[src/rtl/smbh_pkg.sv]
// Shared types and constants for the sweep-map best-heading block.
// Used by the modules under rtl except smbh_map; has no dependencies of its own.
package smbh_pkg;

  localparam int unsigned SLOT_W     = 5;
  localparam int unsigned DIST_W     = 14;
  localparam int unsigned DEG_W      = 8;
  localparam int unsigned CFG_IDX_W  = 2;
  localparam int unsigned CFG_DATA_W = 14;

  localparam int unsigned DIST_LIMIT = 10000;

  localparam logic [CFG_IDX_W-1:0] REG_SWEEP_LOW  = 2'd0;
  localparam logic [CFG_IDX_W-1:0] REG_SWEEP_HIGH = 2'd1;
  localparam logic [CFG_IDX_W-1:0] REG_MIN_CLEAR  = 2'd2;

  localparam logic [SLOT_W-1:0] SWEEP_LOW_RST  = 5'd0;
  localparam logic [SLOT_W-1:0] SWEEP_HIGH_RST = 5'd18;
  localparam logic [DIST_W-1:0] MIN_CLEAR_RST  = 14'd100;

  localparam logic [DEG_W-1:0] DEG_PER_SLOT  = 8'd10;
  localparam logic [DEG_W-1:0] DEG_HALF_SLOT = 8'd5;

  typedef struct packed {
    logic              valid;
    logic [DEG_W-1:0]  heading;
    logic [DEG_W-1:0]  open_lo;
    logic [DEG_W-1:0]  open_hi;
    logic [DIST_W-1:0] best;
  } res_t;

  typedef struct packed {
    logic gt;
    logic eq;
  } cmp_t;

endpackage

[src/rtl/smbh_map.sv]
// Range map storage: one write port, one registered read port.
// Per-entry valid bits make every entry read as zero after reset.
module smbh_map #(
  parameter int unsigned NUM_SLOTS = 19,
  parameter int unsigned DIST_BITS = 14,
  localparam int unsigned AW = $clog2(NUM_SLOTS)
) (
  input  logic                 clk_i,
  input  logic                 rst_ni,
  input  logic                 wr_en_i,
  input  logic [AW-1:0]        wr_addr_i,
  input  logic [DIST_BITS-1:0] wr_data_i,
  input  logic [AW-1:0]        rd_addr_i,
  output logic [DIST_BITS-1:0] rd_data_o
);

  logic [DIST_BITS-1:0] mem [NUM_SLOTS];
  logic [NUM_SLOTS-1:0] vld_q;
  logic [DIST_BITS-1:0] rd_data_q;

  always_ff @(posedge clk_i or negedge rst_ni) begin
    if (!rst_ni) begin
      vld_q <= '0;
    end else if (wr_en_i) begin
      vld_q[wr_addr_i] <= 1'b1;
    end
  end

  always_ff @(posedge clk_i) begin
    if (wr_en_i) begin
      mem[wr_addr_i] <= wr_data_i;
    end
  end

  // an entry never written reads as zero
  always_ff @(posedge clk_i) begin
    rd_data_q <= vld_q[rd_addr_i] ? mem[rd_addr_i] : '0;
  end

  assign rd_data_o = rd_data_q;

endmodule

[src/rtl/smbh_cmp.sv]
// Shared magnitude comparator used for every map test of the sequencer.
// Depends on smbh_pkg for the result struct.
module smbh_cmp import smbh_pkg::*; #(
  parameter int unsigned W = 14
) (
  input  logic [W-1:0] a_i,
  input  logic [W-1:0] b_i,
  output cmp_t         res_o
);

  assign res_o.gt = (a_i > b_i);
  assign res_o.eq = (a_i == b_i);

endmodule

[src/rtl/smbh_seq.sv]
// Sequencer: front check, maximum scan and plateau walk over the range map.
// Depends on smbh_pkg and instantiates smbh_cmp.
module smbh_seq import smbh_pkg::*; #(
  parameter int unsigned NUM_SLOTS  = 19,
  parameter int unsigned DIST_BITS  = 14,
  parameter int unsigned FRONT_SLOT = 9,
  localparam int unsigned AW = $clog2(NUM_SLOTS)
) (
  input  logic                 clk_i,
  input  logic                 rst_ni,
  input  logic                 start_i,
  input  logic [DIST_W-1:0]    clear_i,
  input  logic [SLOT_W-1:0]    sweep_low_i,
  input  logic [SLOT_W-1:0]    sweep_high_i,
  input  logic                 out_free_i,
  input  logic [DIST_BITS-1:0] rd_data_i,
  output logic [AW-1:0]        rd_addr_o,
  output logic                 busy_o,
  output logic                 res_load_o,
  output res_t                 res_o
);

  localparam int unsigned CW    = ((AW > SLOT_W) ? AW : SLOT_W) + 1;
  localparam int unsigned CMP_W = (DIST_BITS > DIST_W) ? DIST_BITS : DIST_W;
  localparam bit          FRONT_OK = (FRONT_SLOT < NUM_SLOTS);
  localparam logic [AW-1:0] FRONT_ADDR = AW'(FRONT_SLOT);
  localparam logic [CW-1:0] LAST_SLOT  = CW'(NUM_SLOTS - 1);

  typedef enum logic [9:0] {
    ST_IDLE     = 10'b00_0000_0001,
    ST_FRONT_RD = 10'b00_0000_0010,
    ST_FRONT_CK = 10'b00_0000_0100,
    ST_SCAN_RD  = 10'b00_0000_1000,
    ST_SCAN_CK  = 10'b00_0001_0000,
    ST_LO_RD    = 10'b00_0010_0000,
    ST_LO_CK    = 10'b00_0100_0000,
    ST_HI_RD    = 10'b00_1000_0000,
    ST_HI_CK    = 10'b01_0000_0000,
    ST_DONE     = 10'b10_0000_0000
  } state_e;

  state_e               state_q, state_d;
  logic [CW-1:0]        scan_q, scan_d;
  logic [DIST_BITS-1:0] best_dist_q, best_dist_d;
  logic                 found_q, found_d;
  logic                 hv_q, hv_d;
  logic [AW-1:0]        lo_q, lo_d;
  logic [AW-1:0]        hi_q, hi_d;

  logic [CW-1:0]        hi_lim;
  logic [CMP_W-1:0]     cmp_ref;
  logic [CMP_W-1:0]     best_ext;
  cmp_t                 cmp;
  logic [DEG_W-1:0]     lo_deg, hi_deg, span;

  assign hi_lim = (CW'(sweep_high_i) > LAST_SLOT) ? LAST_SLOT : CW'(sweep_high_i);

  // the clearance is the bar until a free slot is found; from then on the best
  // distance is above it, so one compare covers both the scan and the walk
  assign cmp_ref = found_q ? CMP_W'(best_dist_q) : CMP_W'(clear_i);

  smbh_cmp #(.W(CMP_W)) u_cmp (
    .a_i   (CMP_W'(rd_data_i)),
    .b_i   (cmp_ref),
    .res_o (cmp)
  );

  always_comb begin
    state_d     = state_q;
    scan_d      = scan_q;
    best_dist_d = best_dist_q;
    found_d     = found_q;
    hv_d        = hv_q;
    lo_d        = lo_q;
    hi_d        = hi_q;
    rd_addr_o   = '0;
    res_load_o  = 1'b0;

    unique case (state_q)
      ST_IDLE: begin
        if (start_i) begin
          found_d = 1'b0;
          hv_d    = 1'b0;
          state_d = ST_FRONT_RD;
        end
      end
      ST_FRONT_RD: begin
        if (FRONT_OK) begin
          rd_addr_o = FRONT_ADDR;
          state_d   = ST_FRONT_CK;
        end else begin
          state_d = ST_DONE;
        end
      end
      ST_FRONT_CK: begin
        if (cmp.gt) begin
          scan_d      = CW'(sweep_low_i);
          best_dist_d = '0;
          state_d     = ST_SCAN_RD;
        end else begin
          state_d = ST_DONE;
        end
      end
      ST_SCAN_RD: begin
        if (scan_q > hi_lim) begin
          hv_d    = found_q;
          state_d = found_q ? ST_LO_RD : ST_DONE;
        end else begin
          rd_addr_o = scan_q[AW-1:0];
          state_d   = ST_SCAN_CK;
        end
      end
      ST_SCAN_CK: begin
        // strictly greater keeps the first slot of equal maxima
        if (cmp.gt) begin
          best_dist_d = rd_data_i;
          found_d     = 1'b1;
          lo_d        = scan_q[AW-1:0];
          hi_d        = scan_q[AW-1:0];
        end
        scan_d  = scan_q + CW'(1);
        state_d = ST_SCAN_RD;
      end
      ST_LO_RD: begin
        // lower edge may not reach slot zero
        if (lo_q >= AW'(2)) begin
          rd_addr_o = lo_q - AW'(1);
          state_d   = ST_LO_CK;
        end else begin
          state_d = ST_HI_RD;
        end
      end
      ST_LO_CK: begin
        if (cmp.eq) begin
          lo_d    = lo_q - AW'(1);
          state_d = ST_LO_RD;
        end else begin
          state_d = ST_HI_RD;
        end
      end
      ST_HI_RD: begin
        if (CW'(hi_q) < LAST_SLOT) begin
          rd_addr_o = hi_q + AW'(1);
          state_d   = ST_HI_CK;
        end else begin
          state_d = ST_DONE;
        end
      end
      ST_HI_CK: begin
        if (cmp.eq) begin
          hi_d    = hi_q + AW'(1);
          state_d = ST_HI_RD;
        end else begin
          state_d = ST_DONE;
        end
      end
      ST_DONE: begin
        // hold until the output register can take the beat
        if (out_free_i) begin
          res_load_o = 1'b1;
          state_d    = ST_IDLE;
        end
      end
      default: begin
        state_d = ST_IDLE;
      end
    endcase
  end

  always_ff @(posedge clk_i or negedge rst_ni) begin
    if (!rst_ni) begin
      state_q <= ST_IDLE;
      found_q <= 1'b0;
      hv_q    <= 1'b0;
    end else begin
      state_q <= state_d;
      found_q <= found_d;
      hv_q    <= hv_d;
    end
  end

  always_ff @(posedge clk_i) begin
    scan_q      <= scan_d;
    best_dist_q <= best_dist_d;
    lo_q        <= lo_d;
    hi_q        <= hi_d;
  end

  // degrees wrap at 8 bits; half of ten times the span is five times the span
  assign lo_deg   = DEG_W'(lo_q) * DEG_PER_SLOT;
  assign hi_deg   = DEG_W'(hi_q) * DEG_PER_SLOT;
  assign span     = DEG_W'(hi_q) - DEG_W'(lo_q);
  assign best_ext = CMP_W'(best_dist_q);

  always_comb begin
    res_o = '0;
    if (hv_q) begin
      res_o.valid   = 1'b1;
      res_o.heading = lo_deg + span * DEG_HALF_SLOT;
      res_o.open_lo = lo_deg;
      res_o.open_hi = hi_deg;
      res_o.best    = best_ext[DIST_W-1:0];
    end
  end

  assign busy_o = (state_q != ST_IDLE);

endmodule

[src/rtl/sweep_map_best_heading_unit.sv]
// Sweep-map best-heading unit: range map store, heading sequencer, output register.
// Depends on smbh_pkg; instantiates smbh_map and smbh_seq.
//
// Each input beat stores one saturated distance (cap 10000) into its slot of
// the range map, unless the slot lies outside the map, and then searches the
// map for the best free heading; one result beat follows every input beat. The
// map is cleared at reset through per-slot valid bits, so the block is ready
// right after reset. One shared comparator walks the map under a sequencer,
// with a read state and a check state for each map read. in_stall_o is high
// while a search runs and while a finished result waits for a stalled output
// register. A finished result sits in the output register so the next beat
// is taken while it waits.
module sweep_map_best_heading_unit import smbh_pkg::*; #(
  parameter int unsigned NUM_SLOTS  = 19,
  parameter int unsigned DIST_BITS  = 14,
  parameter int unsigned FRONT_SLOT = 9
) (
  input  logic                  clk_i,
  input  logic                  rst_ni,
  input  logic                  cfg_we_i,
  input  logic [CFG_IDX_W-1:0]  cfg_idx_i,
  input  logic [CFG_DATA_W-1:0] cfg_wdata_i,
  input  logic                  in_valid_i,
  output logic                  in_stall_o,
  input  logic [SLOT_W-1:0]     slot_i,
  input  logic [DIST_W-1:0]     distance_mm_i,
  output logic                  out_valid_o,
  input  logic                  out_stall_i,
  output logic                  heading_valid_o,
  output logic [DEG_W-1:0]      heading_deg_o,
  output logic [DEG_W-1:0]      opening_low_deg_o,
  output logic [DEG_W-1:0]      opening_high_deg_o,
  output logic [DIST_W-1:0]     best_distance_mm_o
);

  localparam int unsigned AW    = $clog2(NUM_SLOTS);
  localparam int unsigned CW    = ((AW > SLOT_W) ? AW : SLOT_W) + 1;
  localparam int unsigned CMP_W = (DIST_BITS > DIST_W) ? DIST_BITS : DIST_W;
  localparam int unsigned DIST_MAX = (1 << DIST_BITS) - 1;
  localparam int unsigned DIST_CAP = (DIST_LIMIT < DIST_MAX) ? DIST_LIMIT : DIST_MAX;

  logic [SLOT_W-1:0] sweep_low_q, sweep_low_d;
  logic [SLOT_W-1:0] sweep_high_q, sweep_high_d;
  logic [DIST_W-1:0] clear_q, clear_d;

  logic                 busy;
  logic                 in_accept;
  logic                 wr_en;
  logic [CMP_W-1:0]     dist_ext;
  logic [CMP_W-1:0]     dist_sat;
  logic [AW-1:0]        rd_addr;
  logic [DIST_BITS-1:0] rd_data;
  logic                 res_load;
  res_t                 res;
  logic                 out_free;

  logic out_valid_q, out_valid_d;
  res_t res_q;

  always_comb begin
    sweep_low_d  = sweep_low_q;
    sweep_high_d = sweep_high_q;
    clear_d      = clear_q;
    if (cfg_we_i) begin
      unique case (cfg_idx_i)
        REG_SWEEP_LOW:  sweep_low_d  = cfg_wdata_i[SLOT_W-1:0];
        REG_SWEEP_HIGH: sweep_high_d = cfg_wdata_i[SLOT_W-1:0];
        REG_MIN_CLEAR:  clear_d      = cfg_wdata_i[DIST_W-1:0];
        default: ;
      endcase
    end
  end

  always_ff @(posedge clk_i or negedge rst_ni) begin
    if (!rst_ni) begin
      sweep_low_q  <= SWEEP_LOW_RST;
      sweep_high_q <= SWEEP_HIGH_RST;
      clear_q      <= MIN_CLEAR_RST;
    end else begin
      sweep_low_q  <= sweep_low_d;
      sweep_high_q <= sweep_high_d;
      clear_q      <= clear_d;
    end
  end

  assign in_stall_o = busy;
  assign in_accept  = in_valid_i && !busy;

  // drop the store for a slot outside the map; the search still runs
  assign wr_en    = in_accept && (CW'(slot_i) < CW'(NUM_SLOTS));
  assign dist_ext = CMP_W'(distance_mm_i);
  assign dist_sat = (dist_ext > CMP_W'(DIST_CAP)) ? CMP_W'(DIST_CAP) : dist_ext;

  smbh_map #(
    .NUM_SLOTS (NUM_SLOTS),
    .DIST_BITS (DIST_BITS)
  ) u_map (
    .clk_i     (clk_i),
    .rst_ni    (rst_ni),
    .wr_en_i   (wr_en),
    .wr_addr_i (AW'(slot_i)),
    .wr_data_i (dist_sat[DIST_BITS-1:0]),
    .rd_addr_i (rd_addr),
    .rd_data_o (rd_data)
  );

  assign out_free = !out_valid_q || !out_stall_i;

  smbh_seq #(
    .NUM_SLOTS  (NUM_SLOTS),
    .DIST_BITS  (DIST_BITS),
    .FRONT_SLOT (FRONT_SLOT)
  ) u_seq (
    .clk_i        (clk_i),
    .rst_ni       (rst_ni),
    .start_i      (in_accept),
    .clear_i      (clear_q),
    .sweep_low_i  (sweep_low_q),
    .sweep_high_i (sweep_high_q),
    .out_free_i   (out_free),
    .rd_data_i    (rd_data),
    .rd_addr_o    (rd_addr),
    .busy_o       (busy),
    .res_load_o   (res_load),
    .res_o        (res)
  );

  always_comb begin
    out_valid_d = out_valid_q;
    if (res_load) begin
      out_valid_d = 1'b1;
    end else if (!out_stall_i) begin
      out_valid_d = 1'b0;
    end
  end

  always_ff @(posedge clk_i or negedge rst_ni) begin
    if (!rst_ni) begin
      out_valid_q <= 1'b0;
    end else begin
      out_valid_q <= out_valid_d;
    end
  end

  always_ff @(posedge clk_i) begin
    if (res_load) begin
      res_q <= res;
    end
  end

  assign out_valid_o        = out_valid_q;
  assign heading_valid_o    = res_q.valid;
  assign heading_deg_o      = res_q.heading;
  assign opening_low_deg_o  = res_q.open_lo;
  assign opening_high_deg_o = res_q.open_hi;
  assign best_distance_mm_o = res_q.best;

endmodule

[config.mk]
export PLATFORM = sky130hd
export DESIGN_NAME = sweep_map_best_heading_unit
export DESIGN_NICKNAME = d
export VERILOG_FILES = /design/src/rtl/smbh_pkg.sv /design/src/rtl/smbh_map.sv /design/src/rtl/smbh_cmp.sv /design/src/rtl/smbh_seq.sv /design/src/rtl/sweep_map_best_heading_unit.sv
export SDC_FILE = /design/constraint.sdc
export NUM_CORES = 1
export LEC_CHECK = 0
export BUFFER_PORTS_ARGS = -buffer_cell sky130_fd_sc_hd__clkbuf_2
export CAP_MARGIN = 20
export CORE_UTILIZATION = 40
export CTS_BUF_LIST = sky130_fd_sc_hd__clkbuf_16
export CTS_CLUSTER_SIZE = 28
export DETAILED_ROUTE_END_ITERATION = 8
export GPL_ROUTABILITY_DRIVEN = 0
export SLEW_MARGIN = 10
export SYNTH_ARGS = -nofsm -noshare
export SYNTH_HDL_FRONTEND = slang
export SYNTH_SLANG_ARGS = --single-unit
[constraint.sdc]
create_clock -name clk_i -period 4.3 [get_ports clk_i]
set_clock_uncertainty 0.05 [all_clocks]
set_input_delay 0.43 -clock clk_i [delete_from_list [all_inputs] [get_ports clk_i]]
set_output_delay 0.43 -clock clk_i [all_outputs]
set_load 0.05 [all_outputs]
==> summary.txt, run 1 <==
Synthesis
  • Synth Area in XOR/XNOR: around 1.1%
  • Number of flops mapped to enable cells by yosys: 333
  • Synth warn: 0
  • Gate Count Post-Synth: between 1000 and 1500
  • Register bit total from synthesis: between 400 and 500
  • Netlist Area Pre-Place: between 0.015 and 0.02 mm2
  • Register area share after synthesis: roughly two thirds
  • Post-synthesis mux area share: 2.57%
  • Most common flop cell mapped by yosys: edfxtp_1
  • Main combinational cell family by area after synthesis: simple AND/OR/NAND/NOR gates
  • Post-synth ARST share: about 14%
  • Unique masters post-synth: 77
  • Adder-cell share of the synthesized area: under 10%
  • Synth Area in Compound Gates: 8.77%
  • Avg Cell Area, Syn: roughly 13 um2
  • Simple-Gate Fraction of Synth Area: roughly 15%

Global route
  • Pin count of the biggest net entering global routing: 85
  • Antenna violations before repair: 0
  • Gr ovfl total: 0
  • Number of global-route vias before repair: about 11000
  • Gr usage total: 18.7%
  • Wire length of the first global-routing pass: roughly 64000 um

Placement
  • Worst slack at placement: approximately 0.35 ns
  • Placed inst area: 0.0192 mm2
  • Dpl hpwl: 25900 um
  • Placed insts: roughly 2100
  • I/O Buffers: 78

Worst setup path
  • CP endpoint kind: flop
  • R2R Path Start: u_seq.hi_q[0]
  • CP max FO: 6
  • CP arrival: about 4.2 ns
  • CP max-delay cell: fa_1
  • Critical Path Source Type: flop
  • Worst path cell trace: inv_1 > ha_1 > inv_1 > fa_1 > a21o_1 > a21oi_1 > xnor2_1 > ha_1 > inv_1 > fa_1 > inv_1 > ha_1 > a21o_1 > a21o_1 > a21oi_1 > xnor2_1 > and2_1
  • Critical path launch point: u_seq.hi_q[0]
  • Crit-path most repeated cell: inv_1
  • CP required: about 4.6 ns
  • R2R Setup Slk: 0.36 ns
  • CP peak stage delay: around 0.49 ns
  • Crit Path Category: flop to flop

STA
  • Final Hold Fails: 0
  • Setup ws final: ~0.36 ns
  • Setup Viol. Count Final: 0
  • Clock period minus worst slack: 3.94 ns
  • Crit share post-route: approximately nine tenths
  • F_max: 254 MHz
  • Total negative slack: 0 ns
  • Final Max Slew Viols: 0
  • RSZ-0062 raised after global routing: false
  • Worst slew pin tran: around 0.87 ns
  • Max-slew headroom at the worst pin: 41.8%

Die
  • I/O Pins: 81
  • Core Area: ~0.044 mm2
  • Die ar.: 0.0454 mm2
  • Die H: approximately 210 um
  • Die width: about 210 um
  • Starting density of the core: about two fifths
  • Cell row count: 76

Clocking
  • Total CTS buffers: between 40 and 50
  • Post-CTS Setup Inserts: 0
  • Hold_buf cts: 1
  • Clk_lat worst skew: roughly 0.58 ns
  • Max Root-Sink Buffers: 3
  • Clk sinks: ~400
  • CTS resizes: 0
  • H-tree Lvls: 2
  • Worst-path clk slew: 0.06 ns
  • CTS tree: built
  • Root Buffer Master: clkbuf_16

Power and ir drop
  • Leak Pwr: around 8.0 nW
  • Power per cell area: around 470 mW/mm2
  • Worst IR drop on VDD: approximately 260 uV

Cells and area
  • Layout filler cell count: 3942
  • Nets: 1621
  • N_diodes: 0
  • Area growth syn-to-layout: 15.6%
  • Most frequent cells in the layout: 333 x edfxtp_1, 285 x nand2_1, 78 x clkbuf_2
  • Post-route insts no fill: 2141
  • Ratio of cells with drive above 1 in the final layout: approximately 18%
  • Design area: a little over 0.02 mm2
  • Most common cell after layout, fill and taps aside: edfxtp_1

Detailed routing
  • Remaining antenna violation count: 0
  • Routed WL: slightly above 40000 um
  • Avg Vias per Cell: 5.25
  • WL per Instance: ~19 um
  • DR DRC count: 0
  • Via Count: ~11000
  • First drt pass iteration count: 5
  • Initial DRC Count: 672

Worst hold path
  • HP Start: cfg_wdata_i[13]
  • Hold WC Path Type: input pin to flop

Run status
  • Status: completed

Job
  • Max cap viols: 0
[where the power goes]
part	internal, W	switching (W)	leakage, nW
registers	0.00447	0.000151	3.86
logic	0.000564	0.000914	3.44
clock network	0.00211	0.00153	0.710
[registers in the layout (all words and copies together), names as in the netlist]
name                count
u_seq.hi_q              5
u_map.mem             266
u_seq.found_q           1
u_seq.best_dist_q      14
sweep_high_q            5
u_seq.scan_q            6
u_seq.lo_q              5
out_valid_o             1
opening_high_deg_o      7
u_map.rd_data_o        14
heading_valid_o         1
heading_deg_o           8
best_distance_mm_o     14
u_seq.state_q          10
u_map.vld_q            19
clear_q                14
sweep_low_q             5
opening_low_deg_o       7
u_seq.hv_q              1
[synth_stat cells (all sizes together) (6+ instances only)]
| master | count | area [um2] |
|---|---|---|
| nand3 | 25 | 125 |
| o21ai | 33 | 169 |
| dfstp | 6 | 158 |
| xor2 | 10 | 87.6 |
| mux2i | 15 | 150 |
| a22oi | 8 | 60.1 |
| and3 | 47 | 294 |
| a21o | 14 | 105 |
| a21oi | 25 | 155 |
| nand2 | 286 | 1080 |
| nor2 | 60 | 228 |
| o211ai | 14 | 105 |
| dfrtp | 50 | 1250 |
| nand2b | 8 | 50.1 |
| fa | 8 | 160 |
| nor2b | 10 | 62.6 |
| inv | 42 | 158 |
| mux2 | 27 | 308 |
| dfxtp | 14 | 280 |
| edfxtp | 333 | 10000 |
| a31oi | 68 | 438 |
| nor3 | 12 | 70.1 |
| and2 | 56 | 350 |
| ha | 52 | 651 |
| buf | 30 | 169 |
| clkbuf | 38 | 143 |
| or2 | 19 | 119 |
| xnor2 | 13 | 114 |
| a221oi | 15 | 131 |
[final cells by class]
| class | instances | area [um2] | share of cell area (%) |
|---|---|---|---|
| multi-input combinational | 892 | 5700 | 27.7 |
| inverter | 42 | 158 | 0.765 |
| tap | 585 | 732 | 3.55 |
| timing repair buffer | 139 | 933 | 4.53 |
| clock inverter | 36 | 287 | 1.39 |
| clock buffer | 44 | 1100 | 5.35 |
| sequential | 403 | 11700 | 56.7 |
[per-layer routing]
layer  share of wire [%]  GRT usage [%]  vias up
met5                   0              0        -
met4                 2.5           5.58        0
met3                 5.0           3.16       72
met2                  47           30.5      284
met1                  46           25.6     5541
li1                    -              -     5348
[final timing paths]
check | to | depth (start not counted)
worst max register to register | heading_deg_o[7] | 17
min in group asynchronous | out_valid_o | 2
worst min register to register | u_map.vld_q[11] | 1
worst min-delay path | clear_q[13] | 2
max in group asynchronous | clear_q[12] | 3
worst max-delay path | heading_deg_o[7] | 17
[worst max-delay path: cells and delay by family (launching register included)]
kind	cells	cell delay (ns)
buffers and inverters	4	0.27
and+or+nand+nor	1	0.15
DFF	1	0.48
AOI/OAI and AO/OA	5	0.88
xor gates and xnor gates	2	0.21
adders and majority gates	5	1.65
[cells by family after synthesis]
group,count (synthesis)
and+or+nand+nor,551
DFF,403
AOI/OAI and AO/OA,214
buffers and inverters,110
adders and majority gates,60
muxes,42
xor gates and xnor gates,23
other,1
[stage by stage]
step | utilization [%] | total power, W | hold WS [ns]
floorplan | - | 0.00567 | 0.0844
global placement | 44.1 | 0.00614 | 0.171
detailed placement | 44.1 | 0.00618 | 0.173
CTS | 47.3 | 0.00983 | 0.0128
global route | 47.3 | 0.0101 | 0.0219
finish | 47.3 | 0.00973 | 0.0399
Note: power is estimated with default switching activity, not from simulation.
==> run 2: changes to the inputs <==
CTS_BUF_LIST = unset   (was sky130_fd_sc_hd__clkbuf_16)
==> summary.txt, run 2 (synthesis results as in run 1) <==
Worst setup path
  • Critical Path Source Type: flop
  • Critical path's top delay family: adder cells
  • CP max FO: 6
  • CP endpoint kind: flop
  • WP buf/inv: 4
  • CP max-delay cell: fa_1
  • Crit Path Category: flop to flop
  • CP peak stage delay: between 0.4 and 0.5 ns
  • Crit-path most repeated cell: inv_1
  • CP required: 4.58 ns
  • Worst path cell trace: inv_1 > ha_1 > inv_1 > fa_1 > a21o_1 > a21oi_1 > xnor2_1 > ha_1 > inv_1 > fa_1 > inv_1 > ha_1 > a21o_1 > a21o_1 > a21oi_1 > xnor2_1 > and2_1
  • CP arrival: about 4.2 ns

Clocking
  • Worst-path clk slew: approximately 0.060 ns
  • Total CTS buffers: between 40 and 50
  • CTS resizes: 0
  • CTS tree: built
  • H-tree Lvls: 2
  • Max Root-Sink Buffers: 3
  • Clk sinks: slightly above 400
  • Clk_lat worst skew: ~0.59 ns
  • Root Buffer Master: clkbuf_16

STA
  • Final Hold Fails: 0
  • Final Max Slew Viols: 0
  • Max-slew headroom at the worst pin: a little over two fifths
  • Clock period minus worst slack: slightly below 4 ns
  • Worst slew pin tran: approximately 0.87 ns
  • RSZ-0062 raised after global routing: false
  • Setup Viol. Count Final: 0
  • Total negative slack: 0 ns
  • WHS: between 0.03 and 0.04 ns
  • F_max: about 250 MHz
  • Crit share post-route: between 90% and 100%

Cells and area
  • Most frequent cells in the layout: 333 x edfxtp_1, 285 x nand2_1, 78 x clkbuf_2
  • Largest register FFs: between 200 and 300
  • Most common cell after layout, fill and taps aside: edfxtp_1
  • Largest registers: u_map.mem x266, u_map.vld_q x19
  • Most flop-heavy register: u_map.mem
  • Nets: roughly 1600
  • Area growth syn-to-layout: 15.9%
  • Ratio of cells with drive above 1 in the final layout: 18.2%
  • N_diodes: 0

Global route
  • Pin count of the biggest net entering global routing: 85
  • Wire length of the first global-routing pass: ~64000 um
  • Antenna violations before repair: 0
  • Gr ovfl total: 0
  • Gr usage total: about a fifth
  • Number of global-route vias before repair: between 10000 and 15000

Die
  • Die ar.: around 0.045 mm2
  • Die H: roughly 210 um
  • Cell row count: 76
  • Core Area: 0.0436 mm2
  • I/O Pins: 81
  • Die width: approximately 210 um
  • Starting density of the core: 40.9%

Detailed routing
  • Routed WL: between 40000 and 50000 um
  • Via Count: between 10000 and 15000
  • Remaining antenna violation count: 0
  • DR DRC count: 0
  • First drt pass iteration count: 4
  • Initial DRC Count: about 700
  • WL per Instance: 19.2 um
  • Avg Vias per Cell: 5.22

Job
  • Max cap viols: 0

Power and ir drop
  • Worst IR drop on VDD: 262 uV
  • Power per cell area: 478 mW/mm2
  • Leak Pwr: 8.00 nW

Placement
  • I/O Buffers: between 70 and 80
  • Dpl hpwl: roughly 26000 um

Worst hold path
  • Hold WC Path Type: input pin to flop

Run status
  • Status: completed
[run 2: power breakdown]
group	internal [W]	leakage [nW]	switching, W	total (W)
Combinational	0.000564	3.44	0.000914	0.00148
Sequential	0.00447	3.86	0.000152	0.00462
Clock	0.00224	0.707	0.00153	0.00377
Total	0.00727	8.00	0.00260	0.00987
[run 2: worst paths after layout]
path                                      start                to  slack (ns)  cells after the start
worst max-delay path              u_seq.hi_q[0]  heading_deg_o[7]        0.36                     17
worst min-delay path            cfg_wdata_i[13]       clear_q[13]        0.04                      2
worst max register to register    u_seq.hi_q[0]  heading_deg_o[7]        0.36                     17
worst min register to register   u_map.vld_q[2]    u_map.vld_q[2]        0.42                      2
max in group asynchronous                rst_ni    u_map.vld_q[3]        3.16                      3
min in group asynchronous                rst_ni       out_valid_o        0.13                      2
[run 2: layout make-up]
cell class                      instances  area (um2)
Clock inverter                         21         230
Sequential cell                       403       11700
Clock buffer                           59        1220
Timing Repair Buffer                  139         933
Inverter                               42         158
Multi-Input combinational cell        892        5700
Fill cell                            3928       22900
Tap cell                              585         732
[run 2: timing repair]
| action | 4_1_cts | 5_1_grt |
|---|---|---|
| setup buffers | 0 | 0 |
| endpoints found under the hold margin | 1 | 0 |
| hold buffers | 1 | 0 |
[run 2: per-stage QoR]
step | setup WS [ns] | util [%] | cell area [um2] | total power [W] | std cells
4_1_cts | 0.342 | 47.4 | 20600 | 0.00996 | 2140
3_3_place_gp | 0.453 | 44.1 | 19200 | 0.00614 | 2059
6_report | 0.361 | 47.4 | 20700 | 0.00987 | 2141
3_5_place_dp | 0.354 | 44.1 | 19200 | 0.00618 | 2059
2_1_floorplan | 0.607 | - | 17800 | 0.00567 | 1405
5_1_grt | 0.150 | 47.4 | 20700 | 0.0103 | 2141
[run 2: layer usage]
metal / track usage [%] / vias to the layer above / share of wire (%)
met5: 0 / - / 0
met2: 30.5 / 250 / 47
met1: 25.7 / 5512 / 46
li1: - / 5345 / -
met4: 5.68 / 0 / 2.4
met3: 3.10 / 69 / 4.5
